File: config.mk
export PLATFORM = sky130hd
export DESIGN_NAME = tick_task_scheduler_flat
export DESIGN_NICKNAME = d
export VERILOG_FILES = /design/src/hw/rtl/tts_pkg.sv /design/src/hw/rtl/tts_req_if.sv /design/src/hw/rtl/tts_rsp_if.sv /design/src/hw/rtl/tts_ctrl.sv /design/src/hw/rtl/tts_datapath.sv /design/src/hw/rtl/tick_task_scheduler.sv /design/src/flat_wrapper.sv
export VERILOG_INCLUDE_DIRS = /design/src /design/src/hw/rtl
export SDC_FILE = /design/constraint.sdc
export NUM_CORES = 1
export LEC_CHECK = 0
export ABC_AREA = 0
export BUFFER_PORTS_ARGS = -buffer_cell sky130_fd_sc_hd__buf_2
export CORE_ASPECT_RATIO = 0.8
export CORE_MARGIN = 10
export CORE_UTILIZATION = 43
export DETAILED_ROUTE_END_ITERATION = 7
export GPL_ROUTABILITY_DRIVEN = 0
export PLACE_DENSITY = 0.65
export SLEW_MARGIN = 15
export SYNTH_ARGS = -nofsm -noshare
export SYNTH_HDL_FRONTEND = slang
export SYNTH_SLANG_ARGS = --single-unit
File: constraint.sdc
create_clock -name clk -period 4.5 [get_ports clk]
set_input_delay 0.45 -clock clk [delete_from_list [all_inputs] [get_ports clk]]
set_output_delay 0.45 -clock clk [all_outputs]
set_load 0.01 [all_outputs]
File: src/hw/rtl/assert_macros.svh
// Assertion macros shared by the scheduler RTL.
`ifndef ASSERT_MACROS_SVH
`define ASSERT_MACROS_SVH

// The property must hold at every rising edge outside reset.
`define TTS_ASSERT(lbl, clk, rst_n, prop, msg) \
    lbl: assert property (@(posedge clk) disable iff (!rst_n) (prop)) else $error(msg);

// The expression must never be true at a rising edge outside reset.
`define TTS_NEVER(lbl, clk, rst_n, expr, msg) \
    lbl: assert property (@(posedge clk) disable iff (!rst_n) !(expr)) else $error(msg);

`endif

File: src/hw/rtl/tts_pkg.sv
// Types and constants of the tick task scheduler.
package tts_pkg;

    localparam int SLOTS  = 16;
    localparam int SLOT_W = (SLOTS > 1) ? $clog2(SLOTS) : 1;
    localparam int CNT_W  = $clog2(SLOTS + 1);

    typedef enum logic [1:0] {
        CMD_TICK         = 2'd0,
        CMD_ADD_PERIODIC = 2'd1,
        CMD_ADD_ONESHOT  = 2'd2,
        CMD_DISPATCH     = 2'd3
    } cmd_e;

    typedef enum logic [1:0] {
        ST_OK   = 2'd0,
        ST_FULL = 2'd1,
        ST_NONE = 2'd2,
        ST_SAT  = 2'd3
    } status_e;

    // Commands from the controller to the datapath.
    typedef struct packed {
        logic start;
        logic step;
    } dp_cmd_t;

    // Status from the datapath to the controller.
    typedef struct packed {
        logic done;
    } dp_sts_t;

endpackage

File: src/hw/rtl/tts_req_if.sv
// Request channel of the tick task scheduler.
interface tts_req_if;
    logic        valid;
    logic        ready;
    logic [1:0]  command;
    logic [7:0]  task_tag;
    logic [15:0] interval_ticks;

    modport source (output valid, output command, output task_tag, output interval_ticks,
                    input ready);
    modport sink (input valid, input command, input task_tag, input interval_ticks,
                  output ready);
endinterface

File: src/hw/rtl/tts_rsp_if.sv
// Result channel of the tick task scheduler.
interface tts_rsp_if;
    logic       valid;
    logic       ready;
    logic       dispatch_valid;
    logic [7:0] dispatched_tag;
    logic [3:0] dispatched_slot;
    logic [1:0] status;

    modport source (output valid, output dispatch_valid, output dispatched_tag,
                    output dispatched_slot, output status, input ready);
    modport sink (input valid, input dispatch_valid, input dispatched_tag,
                  input dispatched_slot, input status, output ready);
endinterface

File: src/hw/rtl/tts_ctrl.sv
// Controller state machine of the tick task scheduler.
`include "assert_macros.svh"

module tts_ctrl (
    input  logic             clk,
    input  logic             rst_n,
    input  logic             in_valid,
    output logic             in_ready,
    output logic             out_valid,
    input  logic             out_ready,
    output tts_pkg::dp_cmd_t cmd,
    input  tts_pkg::dp_sts_t sts
);

    typedef enum logic [1:0] {
        S_IDLE,
        S_EXEC,
        S_RESP
    } state_t;

    state_t state_reg, state_next;
    logic   in_ready_reg, in_ready_next;
    logic   out_valid_reg, out_valid_next;

    always_comb
    begin
        state_next     = state_reg;
        in_ready_next  = in_ready_reg;
        out_valid_next = out_valid_reg;
        cmd            = '0;
        case (state_reg)
            S_IDLE:
            begin
                if (in_valid && in_ready_reg)
                begin
                    cmd.start     = 1'b1;
                    in_ready_next = 1'b0;
                    state_next    = S_EXEC;
                end
            end
            S_EXEC:
            begin
                cmd.step = 1'b1;
                if (sts.done)
                begin
                    out_valid_next = 1'b1;
                    state_next     = S_RESP;
                end
            end
            S_RESP:
            begin
                if (out_ready)
                begin
                    out_valid_next = 1'b0;
                    in_ready_next  = 1'b1;
                    state_next     = S_IDLE;
                end
            end
            default:
            begin
                state_next     = S_IDLE;
                in_ready_next  = 1'b1;
                out_valid_next = 1'b0;
            end
        endcase
    end

    always_ff @(posedge clk or negedge rst_n)
    begin
        if (!rst_n)
        begin
            state_reg     <= S_IDLE;
            in_ready_reg  <= 1'b1;
            out_valid_reg <= 1'b0;
        end
        else
        begin
            state_reg     <= state_next;
            in_ready_reg  <= in_ready_next;
            out_valid_reg <= out_valid_next;
        end
    end

    assign in_ready  = in_ready_reg;
    assign out_valid = out_valid_reg;

    `TTS_NEVER(a_ready_and_valid, clk, rst_n, in_ready_reg && out_valid_reg, "request taken while result held")
    `TTS_ASSERT(a_done_gives_result, clk, rst_n, (state_reg == S_EXEC) && sts.done |=> out_valid_reg, "finished walk gave no result")
    `TTS_ASSERT(a_taken_reopens, clk, rst_n, out_valid_reg && out_ready |=> in_ready_reg, "result taken but input stays closed")

endmodule

File: src/hw/rtl/tts_datapath.sv
// Slot table, slot walk and result registers of the tick task scheduler.
`include "assert_macros.svh"

module tts_datapath (
    input  logic                    clk,
    input  logic                    rst_n,
    input  tts_pkg::dp_cmd_t        cmd,
    output tts_pkg::dp_sts_t        sts,
    input  logic [1:0]              command,
    input  logic [7:0]              task_tag,
    input  logic [15:0]             interval_ticks,
    output logic                    dispatch_valid,
    output logic [7:0]              dispatched_tag,
    output logic [3:0]              dispatched_slot,
    output logic [1:0]              status
);

    // Slot table; entries at or above the used count are never used.
    logic [15:0] reload_mem [tts_pkg::SLOTS];
    logic [15:0] cnt_mem    [tts_pkg::SLOTS];
    logic [7:0]  pend_mem   [tts_pkg::SLOTS];
    logic [7:0]  tag_mem    [tts_pkg::SLOTS];

    logic [tts_pkg::SLOT_W-1:0] idx_reg, idx_next;
    logic [tts_pkg::CNT_W-1:0]  used_reg, used_next;

    tts_pkg::cmd_e req_cmd_reg;
    logic [7:0]    req_tag_reg;
    logic [15:0]   req_ivl_reg;

    logic [15:0] cur_cnt_reg, cur_reload_reg;
    logic [7:0]  cur_pend_reg, cur_tag_reg;

    logic             res_valid_reg, res_valid_next;
    logic [7:0]       res_tag_reg, res_tag_next;
    logic [3:0]       res_slot_reg, res_slot_next;
    tts_pkg::status_e res_status_reg, res_status_next;

    logic [tts_pkg::SLOT_W-1:0] add_idx;
    logic [15:0] cnt_dec, cnt_val;
    logic [7:0]  pend_val;
    logic        in_range, last, found;
    logic        cnt_wr, pend_wr, add_wr;

    assign add_idx    = used_reg[tts_pkg::SLOT_W-1:0];
    assign cnt_dec    = cur_cnt_reg - 16'd1;
    assign in_range   = tts_pkg::CNT_W'(idx_reg) < used_reg;
    assign last       = (tts_pkg::CNT_W'(idx_reg) + tts_pkg::CNT_W'(1)) >= used_reg;
    assign found      = in_range && (cur_pend_reg != 8'd0);

    always_comb
    begin
        sts.done        = 1'b0;
        cnt_wr          = 1'b0;
        pend_wr         = 1'b0;
        add_wr          = 1'b0;
        cnt_val         = cnt_dec;
        pend_val        = cur_pend_reg;
        idx_next        = idx_reg;
        used_next       = used_reg;
        res_valid_next  = res_valid_reg;
        res_tag_next    = res_tag_reg;
        res_slot_next   = res_slot_reg;
        res_status_next = res_status_reg;

        case (req_cmd_reg)
            tts_pkg::CMD_TICK:     sts.done = last;
            tts_pkg::CMD_DISPATCH: sts.done = last || found;
            default:               sts.done = 1'b1;
        endcase

        if (cmd.start)
        begin
            idx_next        = '0;
            res_valid_next  = 1'b0;
            res_tag_next    = 8'd0;
            res_slot_next   = 4'd0;
            res_status_next = (tts_pkg::cmd_e'(command) == tts_pkg::CMD_DISPATCH) ?
                              tts_pkg::ST_NONE : tts_pkg::ST_OK;
        end
        else if (cmd.step)
        begin
            if (!sts.done)
            begin
                idx_next = idx_reg + tts_pkg::SLOT_W'(1);
            end
            case (req_cmd_reg)
                tts_pkg::CMD_TICK:
                begin
                    if (in_range && (cur_cnt_reg != 16'd0))
                    begin
                        cnt_wr = 1'b1;
                        if (cnt_dec == 16'd0)
                        begin
                            // The slot fires: count it unless its pending count is saturated, and reload the countdown.
                            cnt_val = cur_reload_reg;
                            if (cur_pend_reg == 8'hFF)
                            begin
                                res_status_next = tts_pkg::ST_SAT;
                            end
                            else
                            begin
                                pend_wr  = 1'b1;
                                pend_val = cur_pend_reg + 8'd1;
                            end
                        end
                    end
                end
                tts_pkg::CMD_DISPATCH:
                begin
                    if (found)
                    begin
                        pend_wr         = 1'b1;
                        pend_val        = cur_pend_reg - 8'd1;
                        res_valid_next  = 1'b1;
                        res_tag_next    = cur_tag_reg;
                        res_slot_next   = 4'(idx_reg);
                        res_status_next = tts_pkg::ST_OK;
                    end
                end
                default:
                begin
                    if (used_reg == tts_pkg::CNT_W'(tts_pkg::SLOTS))
                    begin
                        res_status_next = tts_pkg::ST_FULL;
                    end
                    else
                    begin
                        add_wr    = 1'b1;
                        used_next = used_reg + tts_pkg::CNT_W'(1);
                    end
                end
            endcase
        end
    end

    always_ff @(posedge clk or negedge rst_n)
    begin
        if (!rst_n)
        begin
            idx_reg  <= '0;
            used_reg <= '0;
        end
        else
        begin
            idx_reg  <= idx_next;
            used_reg <= used_next;
        end
    end

    always_ff @(posedge clk)
    begin
        if (cmd.start)
        begin
            req_cmd_reg <= tts_pkg::cmd_e'(command);
            req_tag_reg <= task_tag;
            req_ivl_reg <= interval_ticks;
        end
        res_valid_reg  <= res_valid_next;
        res_tag_reg    <= res_tag_next;
        res_slot_reg   <= res_slot_next;
        res_status_reg <= res_status_next;
        // The table is read one slot ahead, so the slot under idx_reg sits in the read registers;
        // a slot is written while it is the current one, except that an add writes the slot at the used count.
        cur_cnt_reg    <= cnt_mem[idx_next];
        cur_reload_reg <= reload_mem[idx_next];
        cur_pend_reg   <= pend_mem[idx_next];
        cur_tag_reg    <= tag_mem[idx_next];
        if (add_wr)
        begin
            reload_mem[add_idx] <= (req_cmd_reg == tts_pkg::CMD_ADD_PERIODIC) ?
                                   req_ivl_reg : 16'd0;
            cnt_mem[add_idx]    <= req_ivl_reg;
            pend_mem[add_idx]   <= 8'd0;
            tag_mem[add_idx]    <= req_tag_reg;
        end
        else
        begin
            if (cnt_wr)
            begin
                cnt_mem[idx_reg] <= cnt_val;
            end
            if (pend_wr)
            begin
                pend_mem[idx_reg] <= pend_val;
            end
        end
    end

    assign dispatch_valid  = res_valid_reg;
    assign dispatched_tag  = res_tag_reg;
    assign dispatched_slot = res_slot_reg;
    assign status          = res_status_reg;

    `TTS_ASSERT(a_used_bound, clk, rst_n, used_reg <= tts_pkg::CNT_W'(tts_pkg::SLOTS),
                "slot count beyond table size")
    `TTS_ASSERT(a_dispatch_ok, clk, rst_n, res_valid_reg |-> (res_status_reg == tts_pkg::ST_OK),
                "dispatched task with bad status")
    `TTS_NEVER(a_add_when_full, clk, rst_n,
               add_wr && (used_reg == tts_pkg::CNT_W'(tts_pkg::SLOTS)), "add into a full table")

endmodule

File: src/hw/rtl/tick_task_scheduler.sv
// Top level of the tick task scheduler.
//
//  channel  modport  payload
//  req      sink     command, task_tag, interval_ticks
//  rsp      source   dispatch_valid, dispatched_tag, dispatched_slot, status
//
// A request is accepted in the idle state, then walks the slot table one slot per cycle,
// and its result is ready on the cycle after the walk ends.
// An add writes the slot at the used count; a tick walks every used slot; a dispatch stops at the first pending slot.
// Reset clears the used-slot count and slot index but not the slot table; no clearing pass is needed.
// A result waits in its output register until taken; no request is accepted meanwhile.
module tick_task_scheduler (
    input  logic       clk,
    input  logic       rst_n,
    tts_req_if.sink    req,
    tts_rsp_if.source  rsp
);

    tts_pkg::dp_cmd_t cmd;
    tts_pkg::dp_sts_t sts;

    tts_ctrl u_ctrl (
        .clk       (clk),
        .rst_n     (rst_n),
        .in_valid  (req.valid),
        .in_ready  (req.ready),
        .out_valid (rsp.valid),
        .out_ready (rsp.ready),
        .cmd       (cmd),
        .sts       (sts)
    );

    tts_datapath u_datapath (
        .clk             (clk),
        .rst_n           (rst_n),
        .cmd             (cmd),
        .sts             (sts),
        .command         (req.command),
        .task_tag        (req.task_tag),
        .interval_ticks  (req.interval_ticks),
        .dispatch_valid  (rsp.dispatch_valid),
        .dispatched_tag  (rsp.dispatched_tag),
        .dispatched_slot (rsp.dispatched_slot),
        .status          (rsp.status)
    );

endmodule
File: src/flat_wrapper.sv
// flat-port wrapper written by rule: the top's interface ports become plain ports
module tick_task_scheduler_flat 
  (clk, rst_n, req_valid, req_command, req_task_tag, req_interval_ticks, req_ready, rsp_valid, rsp_dispatch_valid, rsp_dispatched_tag, rsp_dispatched_slot, rsp_status, rsp_ready);
  tts_req_if req_i ();
  tts_rsp_if rsp_i ();
  input  logic clk;
  input  logic rst_n;
  input wire logic [$bits(req_i.valid)-1:0] req_valid;
  input wire logic [$bits(req_i.command)-1:0] req_command;
  input wire logic [$bits(req_i.task_tag)-1:0] req_task_tag;
  input wire logic [$bits(req_i.interval_ticks)-1:0] req_interval_ticks;
  output wire logic [$bits(req_i.ready)-1:0] req_ready;
  output wire logic [$bits(rsp_i.valid)-1:0] rsp_valid;
  output wire logic [$bits(rsp_i.dispatch_valid)-1:0] rsp_dispatch_valid;
  output wire logic [$bits(rsp_i.dispatched_tag)-1:0] rsp_dispatched_tag;
  output wire logic [$bits(rsp_i.dispatched_slot)-1:0] rsp_dispatched_slot;
  output wire logic [$bits(rsp_i.status)-1:0] rsp_status;
  input wire logic [$bits(rsp_i.ready)-1:0] rsp_ready;
  assign req_i.valid = req_valid;
  assign req_i.command = req_command;
  assign req_i.task_tag = req_task_tag;
  assign req_i.interval_ticks = req_interval_ticks;
  assign req_ready = req_i.ready;
  assign rsp_valid = rsp_i.valid;
  assign rsp_dispatch_valid = rsp_i.dispatch_valid;
  assign rsp_dispatched_tag = rsp_i.dispatched_tag;
  assign rsp_dispatched_slot = rsp_i.dispatched_slot;
  assign rsp_status = rsp_i.status;
  assign rsp_i.ready = rsp_ready;
  tick_task_scheduler u_core (.clk(clk), .rst_n(rst_n), .req(req_i), .rsp(rsp_i));
endmodule
Word level (Yosys, flattened, before mapping)
Memories as Yosys holds them, arrays and structs flattened. A register that Yosys moved wholly into a read port is not among the register bits.
Cells that the tools add are included.
W data, S select, Z words.
{"block": "word_totals", "register_bits": 54, "latchBits": 0, "ram_bits": 768, "romBits": 0, "out_inout_bits": 17, "wordCells": 131, "memories": 4}
{"name": "u_core.u_datapath.cnt_mem", "words": 16, "width": 16, "read_ports": 1, "rd_clocked_by_memory_dff": 1, "wr": 1, "line": "tts_datapath.sv:20", "rtl": "logic [15:0] cnt_mem [tts_pkg::SLOTS];"}
{"name": "u_core.u_datapath.reload_mem", "words": 16, "width": 16, "read_ports": 1, "rd_clocked_by_memory_dff": 1, "wr": 1, "line": "tts_datapath.sv:19", "rtl": "logic [15:0] reload_mem [tts_pkg::SLOTS];"}
{"name": "u_core.u_datapath.pend_mem", "words": 16, "width": 8, "read_ports": 1, "rd_clocked_by_memory_dff": 1, "wr": 1, "line": "tts_datapath.sv:21", "rtl": "logic [7:0] pend_mem [tts_pkg::SLOTS];"}
{"name": "u_core.u_datapath.tag_mem", "words": 16, "width": 8, "read_ports": 1, "rd_clocked_by_memory_dff": 1, "wr": 1, "line": "tts_datapath.sv:22", "rtl": "logic [7:0] tag_mem [tts_pkg::SLOTS];"}
{"block": "op_classes", "n_addsub": 6, "n_mul": 0, "div_mod_pow": 0, "n_lt_le_gt_ge": 2, "n_eq_ne": 14, "shifts": 0, "mux": 68, "bitwise_logic": 5, "reduce_logical": 20}
{"operator": "$mux W16", "n": 7}
{"operator": "$mux W8", "n": 7}
{"operator": "$mux W1", "n": 31}
{"operator": "$mux W2", "n": 11}
{"operator": "$mux W4", "n": 5}
{"operator": "$logic_not A16 Y1", "n": 1}
{"operator": "$pmux W8 S2", "n": 1}
{"operator": "$reduce_bool A16 Y1", "n": 1}
{"operator": "$reduce_or A16 Y1", "n": 1}
{"operator": "$sub A16 B1 Y16 const B", "n": 1}
{"operator": "$ne A3 B2 Y1 const B", "n": 4}
{"operator": "$reduce_and A3 Y1", "n": 4}
{"operator": "$add A8 B1 Y8 const B", "n": 1}
{"operator": "$eq A8 B8 Y1 const B", "n": 1}
{"operator": "$reduce_bool A8 Y1", "n": 1}
{"operator": "$reduce_or A8 Y1", "n": 1}
{"operator": "$sub A8 B1 Y8 const B", "n": 1}
{"operator": "$eq A2 B2 Y1 const B", "n": 3}
{"operator": "$pmux W1 S3", "n": 2}
{"operator": "$pmux W2 S3", "n": 1}
{"operator": "$reduce_and A6 Y1", "n": 1}
{"operator": "$add A4 B1 Y5 const B", "n": 1}
{"operator": "$add A5 B1 Y5 const B", "n": 1}
{"operator": "$eq A5 B5 Y1 const B", "n": 1}
{"operator": "other kinds (16)", "n": 26}

Longest topological paths before layout
Gate-level depths: netlist of run 1.
{"block": "depth", "ltp_word": 12, "depth_mapped": 16}

Hierarchy
A second synthesis of run 1 with hierarchy kept.
{"block": "hier_totals", "cells_unflattened": 2315, "area_unflattened_um2": 34563.1}
{"mod": "tts_datapath", "instances": 1, "cells_per_inst": 2295, "area_each_um2": 34368.0}
{"mod": "tts_ctrl", "instances": 1, "cells_per_inst": 20, "area_each_um2": 195.2}

Worst setup path after synthesis of run 1
No wires, ideal clock.
{"block": "synth_timing", "path_kind": "reg2reg", "start": "reg u_core.u_datapath.used_reg[1] (netlist name)", "end": "mem u_core.u_datapath.cnt_mem[2][0], enable pin", "arrival_ns": 3.173, "required_ns": 4.112, "path_slack_ns": 0.939, "stages_incl_launch_ff": 13, "path_buffers": 2, "period_less_slack_ns": 3.561, "cell_sequence": "dfrtp_1 > clkbuf_1 > inv_1 > ha_1 > nor2b_1 > o2111a_1 > nor2_1 > nand4_1 > nand2b_1 > buf_2 > a21oi_1 > nand2_1 > nor2_1"}
{"block": "synth_between", "elab_chain_cells": 11, "elab_cells_between_ends": 19, "classes_between": "order compare (1); eq/ne (1); mux (15); reduce/logical (2)"}
{"element": "start, declared", "line": "tts_datapath.sv:25", "rtl": "logic [tts_pkg::CNT_W-1:0] used_reg, used_next;"}
{"element": "start signal, assigned", "line": "tts_datapath.sv:147", "rtl": "used_reg <= used_next;"}
{"element": "$lt A4 B5 Y1", "line": "tts_datapath.sv:47", "rtl": "assign in_range = tts_pkg::CNT_W'(idx_reg) < used_reg;"}
{"element": "$logic_and A1 B1 Y1", "line": "tts_datapath.sv:90", "rtl": "if (in_range && (cur_cnt_reg != 16'd0))"}
{"element": "$mux W1", "line": "tts_datapath.sv:90"}
{"element": "$mux W1", "line": "tts_datapath.sv:87", "rtl": "case (req_cmd_reg)"}
{"element": "$mux W1", "line": "tts_datapath.sv:81", "rtl": "else if (cmd.step)"}
{"element": "$mux W1", "line": "tts_datapath.sv:72", "rtl": "if (cmd.start)"}
{"element": "$mux W1", "line": "tts_datapath.sv:179", "rtl": "if (cnt_wr)"}
{"element": "$mux W1", "line": "tts_datapath.sv:169", "rtl": "if (add_wr)"}
{"element": "$mux W1 (implied by the code)", "line": "tts_datapath.sv:181", "rtl": "cnt_mem[idx_reg] <= cnt_val;"}
{"element": "$reduce_or A16 Y1 (no source line)"}
{"element": "$mux W4 (no source line) / $mux W1 (equally long branches)"}
{"element": "end, declared", "line": "tts_datapath.sv:20"}
Several ways; a longest one is shown, not always the timed one.

Worst setup path after layout of run 1
{"block": "layout_timing", "start": "reg u_core.u_datapath.cur_cnt_reg[0] (read register of u_core.u_datapath.cnt_mem)", "end": "mem u_core.u_datapath.pend_mem[1][7], data pin"}
{"block": "layout_between", "elab_chain_cells": 12, "elab_cells_between_ends": 19, "classes_between": "add/sub (1); mux (14); reduce/logical (4)"}
{"element": "start, declared", "line": "tts_datapath.sv:31", "rtl": "logic [15:0] cur_cnt_reg, cur_reload_reg;"}
{"element": "$sub A16 B1 Y16", "line": "tts_datapath.sv:46", "rtl": "assign cnt_dec = cur_cnt_reg - 16'd1;"}
{"element": "$logic_not A16 Y1", "line": "tts_datapath.sv:93", "rtl": "if (cnt_dec == 16'd0)"}
{"element": "$mux W1", "line": "tts_datapath.sv:93"}
{"element": "$mux W1", "line": "tts_datapath.sv:90"}
{"element": "$pmux W1 S2", "line": "tts_datapath.sv:87"}
{"element": "$mux W1", "line": "tts_datapath.sv:81"}
{"element": "$mux W1", "line": "tts_datapath.sv:72"}
{"element": "$mux W1", "line": "tts_datapath.sv:183", "rtl": "if (pend_wr)"}
{"element": "$mux W1", "line": "tts_datapath.sv:169"}
{"element": "$mux W1 (implied by the code)", "line": "tts_datapath.sv:185", "rtl": "pend_mem[idx_reg] <= pend_val;"}
{"element": "$reduce_or A8 Y1 (no source line)"}
{"element": "$mux W8 (no source line) (*)"}
{"element": "end, declared", "line": "tts_datapath.sv:21"}
Every way passes the cells marked *; elsewhere a longest branch is shown, timed or not.

==> metrics.yaml, run 1 <==
final_nets: 2342
routed_wl_um: 91970
grt_pass1_vias: 20410
synth_seq_cells: 870
rsz0062_at_grt: "no"
grt_max_degree: 82
vias_per_cell: 6.111
drt_iter0_markers: 2748
vias: 21060
fin_area_um2: 39940
reg2reg_depth: 9
hold_viol: 0
synthCells: 2201
fin_crit_sh_pct: 93.55
cts-root-buf: "clkbuf_16"
syn_area_um2: 35250
numClockSinks: 870
clockBufferDepth: 3
die_x_um: 340.1
crit_type: "flop to flop"
ant_nets: 0
ys_types: 74
rows: 93
drc: 0
async_reset_ff_share_pct: 1.494
leakage_uw: 0.01391
fin_setup_tns_ns: 0
vdd_drop_max_v: 0.0003851
arrival_ns: 4.46
yosys-top-cells-area: "edfxtp_1 (68%), mux2i_1 (4.5%), dfxtp_1 (3.5%), mux4_2 (3.1%), a221o_1 (2.3%)"
syn_nets: 2254
initial_core_util_pct: 43.59
grt-ovfl-total: 0
avgSynthCellArea_um2: 16.02
cts_max_level: 3
grtUsageTotal_pct: 19.00
firstDrtPassIters: 7
synthToLayoutAreaGrowth_pct: 13.30
grt_pass1_wl_um: 136200
io_buffers: 46
maxSlewViolCount: 0
detailedPlace.worstSlack_ns: 0.4533
relSlewSlack_pct: 21.21
nFillCells: 6605
antenna_found_initial: 2
setup_slack_ns: 0.2901
yosysTopAreaCell: "edfxtp_1"
clkTransAtPathRegs_ns: 0.06
power_per_cell_area_nw_per_um2: 550.4
cap_violations: 0
netlist.area_leader.share_pct: 67.81
hold_slack_ns: 0.02357
outcome: "completed"
largestRegisters: "u_core.u_datapath.cnt_mem (256), u_core.u_datapath.reload_mem (256)"
insertion_delay_ns: 0.62
r2r_start: "u_core.u_datapath.cur_cnt_reg[0]$_DFF_P_"
crit_path_end: "u_core.u_datapath.pend_mem[1][7]$_DFFE_PP_"
cts_buffers: 81
hp-class: "primary input to flop"
wire_per_inst_um: 26.68
synth_edf_count: 796
tightest_slew_ns: 1.177
synth_common_cells: "edfxtp_1 (796), mux2i_1 (157), nand2_1 (157)"
hpwl_um: 52580
crit_start: "u_core.u_datapath.cur_cnt_reg[0]$_DFF_P_"
rrSetupSlack_ns: 0.29
worstSetupStartpointType: "flop"
min_period_ns: 4.210
antenna_cells: 0
cts_tree: "done"
postCtsSetupRepairBufs: 0
max_freq_ghz: 0.2375
cp_max_fo: 16
io_pins: 47
required_ns: 4.75
synth.most_common_cell: "edfxtp_1"
finClkSkew_ns: 0.01725
die_h_um: 276.1
dieArea_um2: 93900
synth_flop_cell: "edfxtp_1"
drive_gt1_share_pct: 15.37
r2r_end: "u_core.u_datapath.pend_mem[1][7]$_DFFE_PP_"
place_area_um2: 37070
synth_seq_area_share_pct: 72.20
ys_warn_count: 0
cp-end-kind: "flop"
core_area_um2: 80870
finalSetupViolations: 0
==> worst min path at each step <==
| stage | endpoint | slack (ns) | from | cells past startpoint |
|---|---|---|---|---|
| finish | u_core.u_datapath.req_ivl_reg[8]$_DFFE_PP_ | 0.02 | req_interval_ticks[8] | 1 |
| global placement | u_core.u_ctrl.out_valid$_DFFE_PN0P_ | 0.38 | rst_n | 1 |
| CTS | u_core.u_datapath.req_cmd_reg[0]$_DFFE_PP_ | 0.001 | req_command[0] | 1 |
| global route | u_core.u_datapath.req_ivl_reg[8]$_DFFE_PP_ | 0.008 | req_interval_ticks[8] | 1 |
| detailed placement | u_core.u_ctrl.out_valid$_DFFE_PN0P_ | 0.39 | rst_n | 1 |
| floorplan | u_core.u_ctrl.out_valid$_DFFE_PN0P_ | 0.15 | rst_n | 0 |
==> cell type report <==
class	instances	area (um^2)	area share, %
clock buffers	114	2243	5.617
clock inverters	35	399.1	0.9994
multi-input cells	1153	9056	22.68
flip-flops and latches	870	25450	63.73
inverters	23	91.34	0.2287
repair buffers	160	1331	3.333
well taps	1092	1366	3.421
==> critical path, cell delays in order, from the launching register on <==
cell and delay (ns):
dfxtp_1 0.40, inv_1 0.13, ha_1 0.19, nor3b_1 0.52, nand2_1 0.21, o21ai_0 0.44
and4_1 0.29, nand4b_1 0.28, o21a_1 0.43, nor2_1 0.95
==> repair_timing <==
| item | 4_1_cts | 5_1_grt |
|---|---|---|
| hold buffers | 23 | 0 |
| hold endpoints to repair | 34 | 0 |
| gates resized for setup | 0 | 0 |
==> logic make-up after synthesis <==
logic type	synth area share, %
compound gates	8.909
xor+xnor	0.4721
fa+ha+maj	0.8164
buf+inv	2.478
flops	72.20
mux	7.589
simple gates	7.536
==> layout by cell type, fill, tap and decap left out, types with 44 or more instances in the layout <==
| cell | synthesis | routed |
|---|---|---|
| o31a_1 | 44 | 44 |
| edfxtp_1 | 796 | 796 |
| nor2_1 | 67 | 55 |
| and2_1 | 73 | 67 |
| a21oi_1 | 75 | 74 |
| nor4_1 | 104 | 103 |
| a221oi_1 | 65 | 65 |
| mux4_2 | 48 | 48 |
| mux2i_1 | 157 | 157 |
| nand2_1 | 157 | 154 |
| dfxtp_1 | 61 | 61 |
| clkbuf_16 | 0 | 83 |
| buf_2 | 41 | 46 |
| a221o_1 | 80 | 80 |
| buf_4 | 12 | 76 |
==> power by group <==
part | switching [uW] | internal (uW)
combinational | 3220 | 2090
clock | 2920 | 3960
sequential | 534 | 9260
==> layer usage <==
layer / global-route usage (%) / up-vias / wire length (um) / part of all wire, %
met5: 0 / - / 0 / 0
met4: 4.924 / 0 / 1962 / 2.1
met3: 3.649 / 162 / 8420 / 9.2
met2: 28.07 / 1063 / 40770 / 44
met1: 28.48 / 10840 / 40820 / 44
li1: - / 8998 / - / -
==> per-stage QoR <==
step | cells | utilization, % | power (uW)
2_1_floorplan | 2201 | - | 13510
3_3_place_gp | 3275 | 45.83 | 15060
6_report | 3447 | 49.39 | 21980
5_1_grt | 3447 | 49.39 | 22790
3_5_place_dp | 3275 | 45.83 | 15160
4_1_cts | 3447 | 49.39 | 21990
Note: power is estimated with default switching activity, not from simulation.
==> run 2: changes to the inputs <==
==> constraint.sdc (replaced) <==
create_clock -name clk -period 4.5 [get_ports clk]
set_input_delay 0.225 -clock clk [delete_from_list [all_inputs] [get_ports clk]]
set_output_delay 0.225 -clock clk [all_outputs]
set_load 0.01 [all_outputs]
==> run 2 against run 1 <==
Net effect: clock skew rose by 0.0012 ns; clock power fell by 3.6%; worst hold slack improved by 0.012 ns; register-to-register slack got worse by 0.09 ns.
==> metrics.yaml, run 2 (same netlist as run 1, synthesis figures left out) <==
synthToLayoutAreaGrowth_pct: 13.32
mostFrequentLayoutCells: "edfxtp_1 (796), mux2i_1 (157), nand2_1 (154)"
wire_per_inst_um: 26.23
detailedPlace.worstSlack_ns: 0.1988
stdcell_count: 3460
insertion_delay_ns: 0.64
rrSetupSlack_ns: 0.20
power.internal_uw: 15040
cts_buffers: 81
io_pins: 47
reg2reg_depth: 11
grtUsageTotal_pct: 18.62
nFillCells: 6605
crit_family: "simple AND/OR/NAND/NOR gates"
firstDrtPassIters: 6
cts_max_level: 3
cts_tree: "done"
power_per_cell_area_nw_per_um2: 545.3
rsz0062_at_grt: "no"
clkPwrFrac_pct: 30.4
final_nets: 2350
cp_max_fo: 8
vias: 20760
leakage_uw: 0.01391
cpMostUsedCell: "o21ai_0"
required_ns: 4.83
relSlewSlack_pct: 27.66
maxSlewViolCount: 0
die_x_um: 340.1
place_inst: 3277
final_common_cell: "edfxtp_1"
io_buffers: 46
die_h_um: 276.1
numClockSinks: 870
arrival_ns: 4.63
vdd_drop_max_v: 0.0003037
p_sw_share_pct: 30.93
grt_max_degree: 98
power_switching_uw: 6738
r2r_end: "u_core.u_datapath.pend_mem[15][1]$_DFFE_PP_"
drc: 0
grt-ovfl-total: 0
clkTransAtPathRegs_ns: 0.06
cts-root-buf: "clkbuf_16"
worstSetupStartpointType: "flop"
antenna_found_initial: 5
fin_setup_tns_ns: 0
crit_type: "flop to flop"
max_freq_ghz: 0.2324
postCtsSetupRepairBufs: 0
core_area_um2: 80870
outcome: "completed"
cap_violations: 0
finClkSkew_ns: 0.01844
dieArea_um2: 93900
grt_pass1_wl_um: 133300
ant_nets: 0
drt_iter0_markers: 2635
pwr-share-comb_pct: 24.7
setup_slack_ns: 0.1974
rows: 93
hp-class: "primary input to async pin"
routed_wl_um: 90740
min_period_ns: 4.303
clockBufferDepth: 3
r2r_start: "u_core.u_datapath.cur_cnt_reg[0]$_DFF_P_"
worst-path-buf-inv: 2
largestRegisters: "u_core.u_datapath.cnt_mem (256), u_core.u_datapath.reload_mem (256)"
pwr-share-seq_pct: 44.9
tightest_slew_ns: 1.085
cp-end-kind: "flop"
fin_crit_sh_pct: 95.61
hold_viol: 0
hpwl_um: 52230
drive_gt1_share_pct: 15.60
grt_pass1_vias: 20260
max_stage_delay_ns: 0.58
crit_slowest_cell: "nor3b_1"
initial_core_util_pct: 43.59
vias_per_cell: 5.999
finalSetupViolations: 0
cp_cell_sequence: "inv_1, ha_1, nor3b_1, nand2_1, o21ai_0, and4_1, nand4b_1, o21ai_0, nand3_1, o32ai_1, buf_4"
==> run 2: cell count changes in the layout (fill, tap and decap cells not counted), moves of 3 or more <==
cell / previous run / this run
clkinv_2: 12 / 15
bufinv_16: 8 / 4
clkbuf_1: 26 / 20
clkinv_1: 5 / 10
dlygate4sd3_1: 23 / 29
==> run 2: per-stage QoR <==
| stage | instance area, um^2 | utilization (%) | hold WS (ns) | total power, uW |
|---|---|---|---|---|
| floorplan | 35250 | - | -0.07059 | 13510 |
| global placement | 37090 | 45.87 | 0.1422 | 15150 |
| detailed placement | 37090 | 45.87 | 0.1508 | 15240 |
| CTS | 39940 | 49.38 | 0.01208 | 21830 |
| global route | 39940 | 49.39 | 0.04166 | 22610 |
| finish | 39950 | 49.40 | 0.03570 | 21780 |
==> run 2: worst max path at each step <==
| stage | startpoint | endpoint | cells after the start |
|---|---|---|---|
| 3_5_place_dp | u_core.u_datapath.cur_cnt_reg[0]$_DFF_P_ | u_core.u_datapath.pend_mem[11][7]$_DFFE_PP_ | 10 |
| 2_1_floorplan | u_core.u_datapath.used_reg[1]$_DFFE_PN0P_ | u_core.u_datapath.cnt_mem[2][0]$_DFFE_PP_ | 12 |
| 3_3_place_gp | u_core.u_datapath.cur_cnt_reg[0]$_DFF_P_ | u_core.u_datapath.pend_mem[11][7]$_DFFE_PP_ | 10 |
| 6_report | u_core.u_datapath.cur_cnt_reg[0]$_DFF_P_ | u_core.u_datapath.pend_mem[15][1]$_DFFE_PP_ | 11 |
| 4_1_cts | u_core.u_datapath.cur_cnt_reg[0]$_DFF_P_ | u_core.u_datapath.pend_mem[11][7]$_DFFE_PP_ | 10 |
| 5_1_grt | u_core.u_datapath.cur_cnt_reg[0]$_DFF_P_ | u_core.u_datapath.cnt_mem[14][5]$_DFFE_PP_ | 10 |
==> run 2: area by class of cell <==
| class | count | area, um^2 | share of cell area (%) |
|---|---|---|---|
| Multi-Input combinational cell | 1153 | 9062 | 22.69 |
| Clock buffer | 105 | 2157 | 5.400 |
| Sequential cell | 870 | 25450 | 63.71 |
| Clock inverter | 47 | 395.4 | 0.9898 |
| Timing Repair Buffer | 168 | 1419 | 3.552 |
| Antenna cell | 2 | 5.005 | 0.01253 |
| Tap cell | 1092 | 1366 | 3.420 |
| Inverter | 23 | 91.34 | 0.2286 |
==> run 2: power by group through the flow <==
| stage | Combinational (uW) | Sequential (uW) | Clock, uW |
|---|---|---|---|
| 2_1_floorplan | 3830 | 9680 | 0 |
| 3_3_place_gp | 5230 | 9930 | 0 |
| 3_5_place_dp | 5310 | 9930 | 0 |
| 4_1_cts | 5370 | 9760 | 6700 |
| 5_1_grt | 5770 | 9800 | 7030 |
| 6_report | 5390 | 9780 | 6620 |
==> run 2: per-layer routing <==
metal	vias up	routed length, um	global-route usage (%)
met5	-	0	0
met4	0	2124	5.002
met3	164	8611	3.710
met2	986	41050	28.33
met1	10580	38950	27.05
li1	9024	-	-
==> run 2: worst register-to-register path, delay by kind of cell (launching register included) <==
| kind | cells | cell delay [ns] |
|---|---|---|
| compound gates | 3 | 1.30 |
| fa+ha+maj | 1 | 0.21 |
| buf+inv | 2 | 0.41 |
| flops | 1 | 0.39 |
| simple gates | 5 | 1.70 |
==> run 2: timing repair <==
action / 4_1_cts / 5_1_grt
endpoints found under the hold margin: 43 / 0
hold buffers: 29 / 0
resized for setup: 0 / 1
endpoints found under the setup margin: 0 / 8
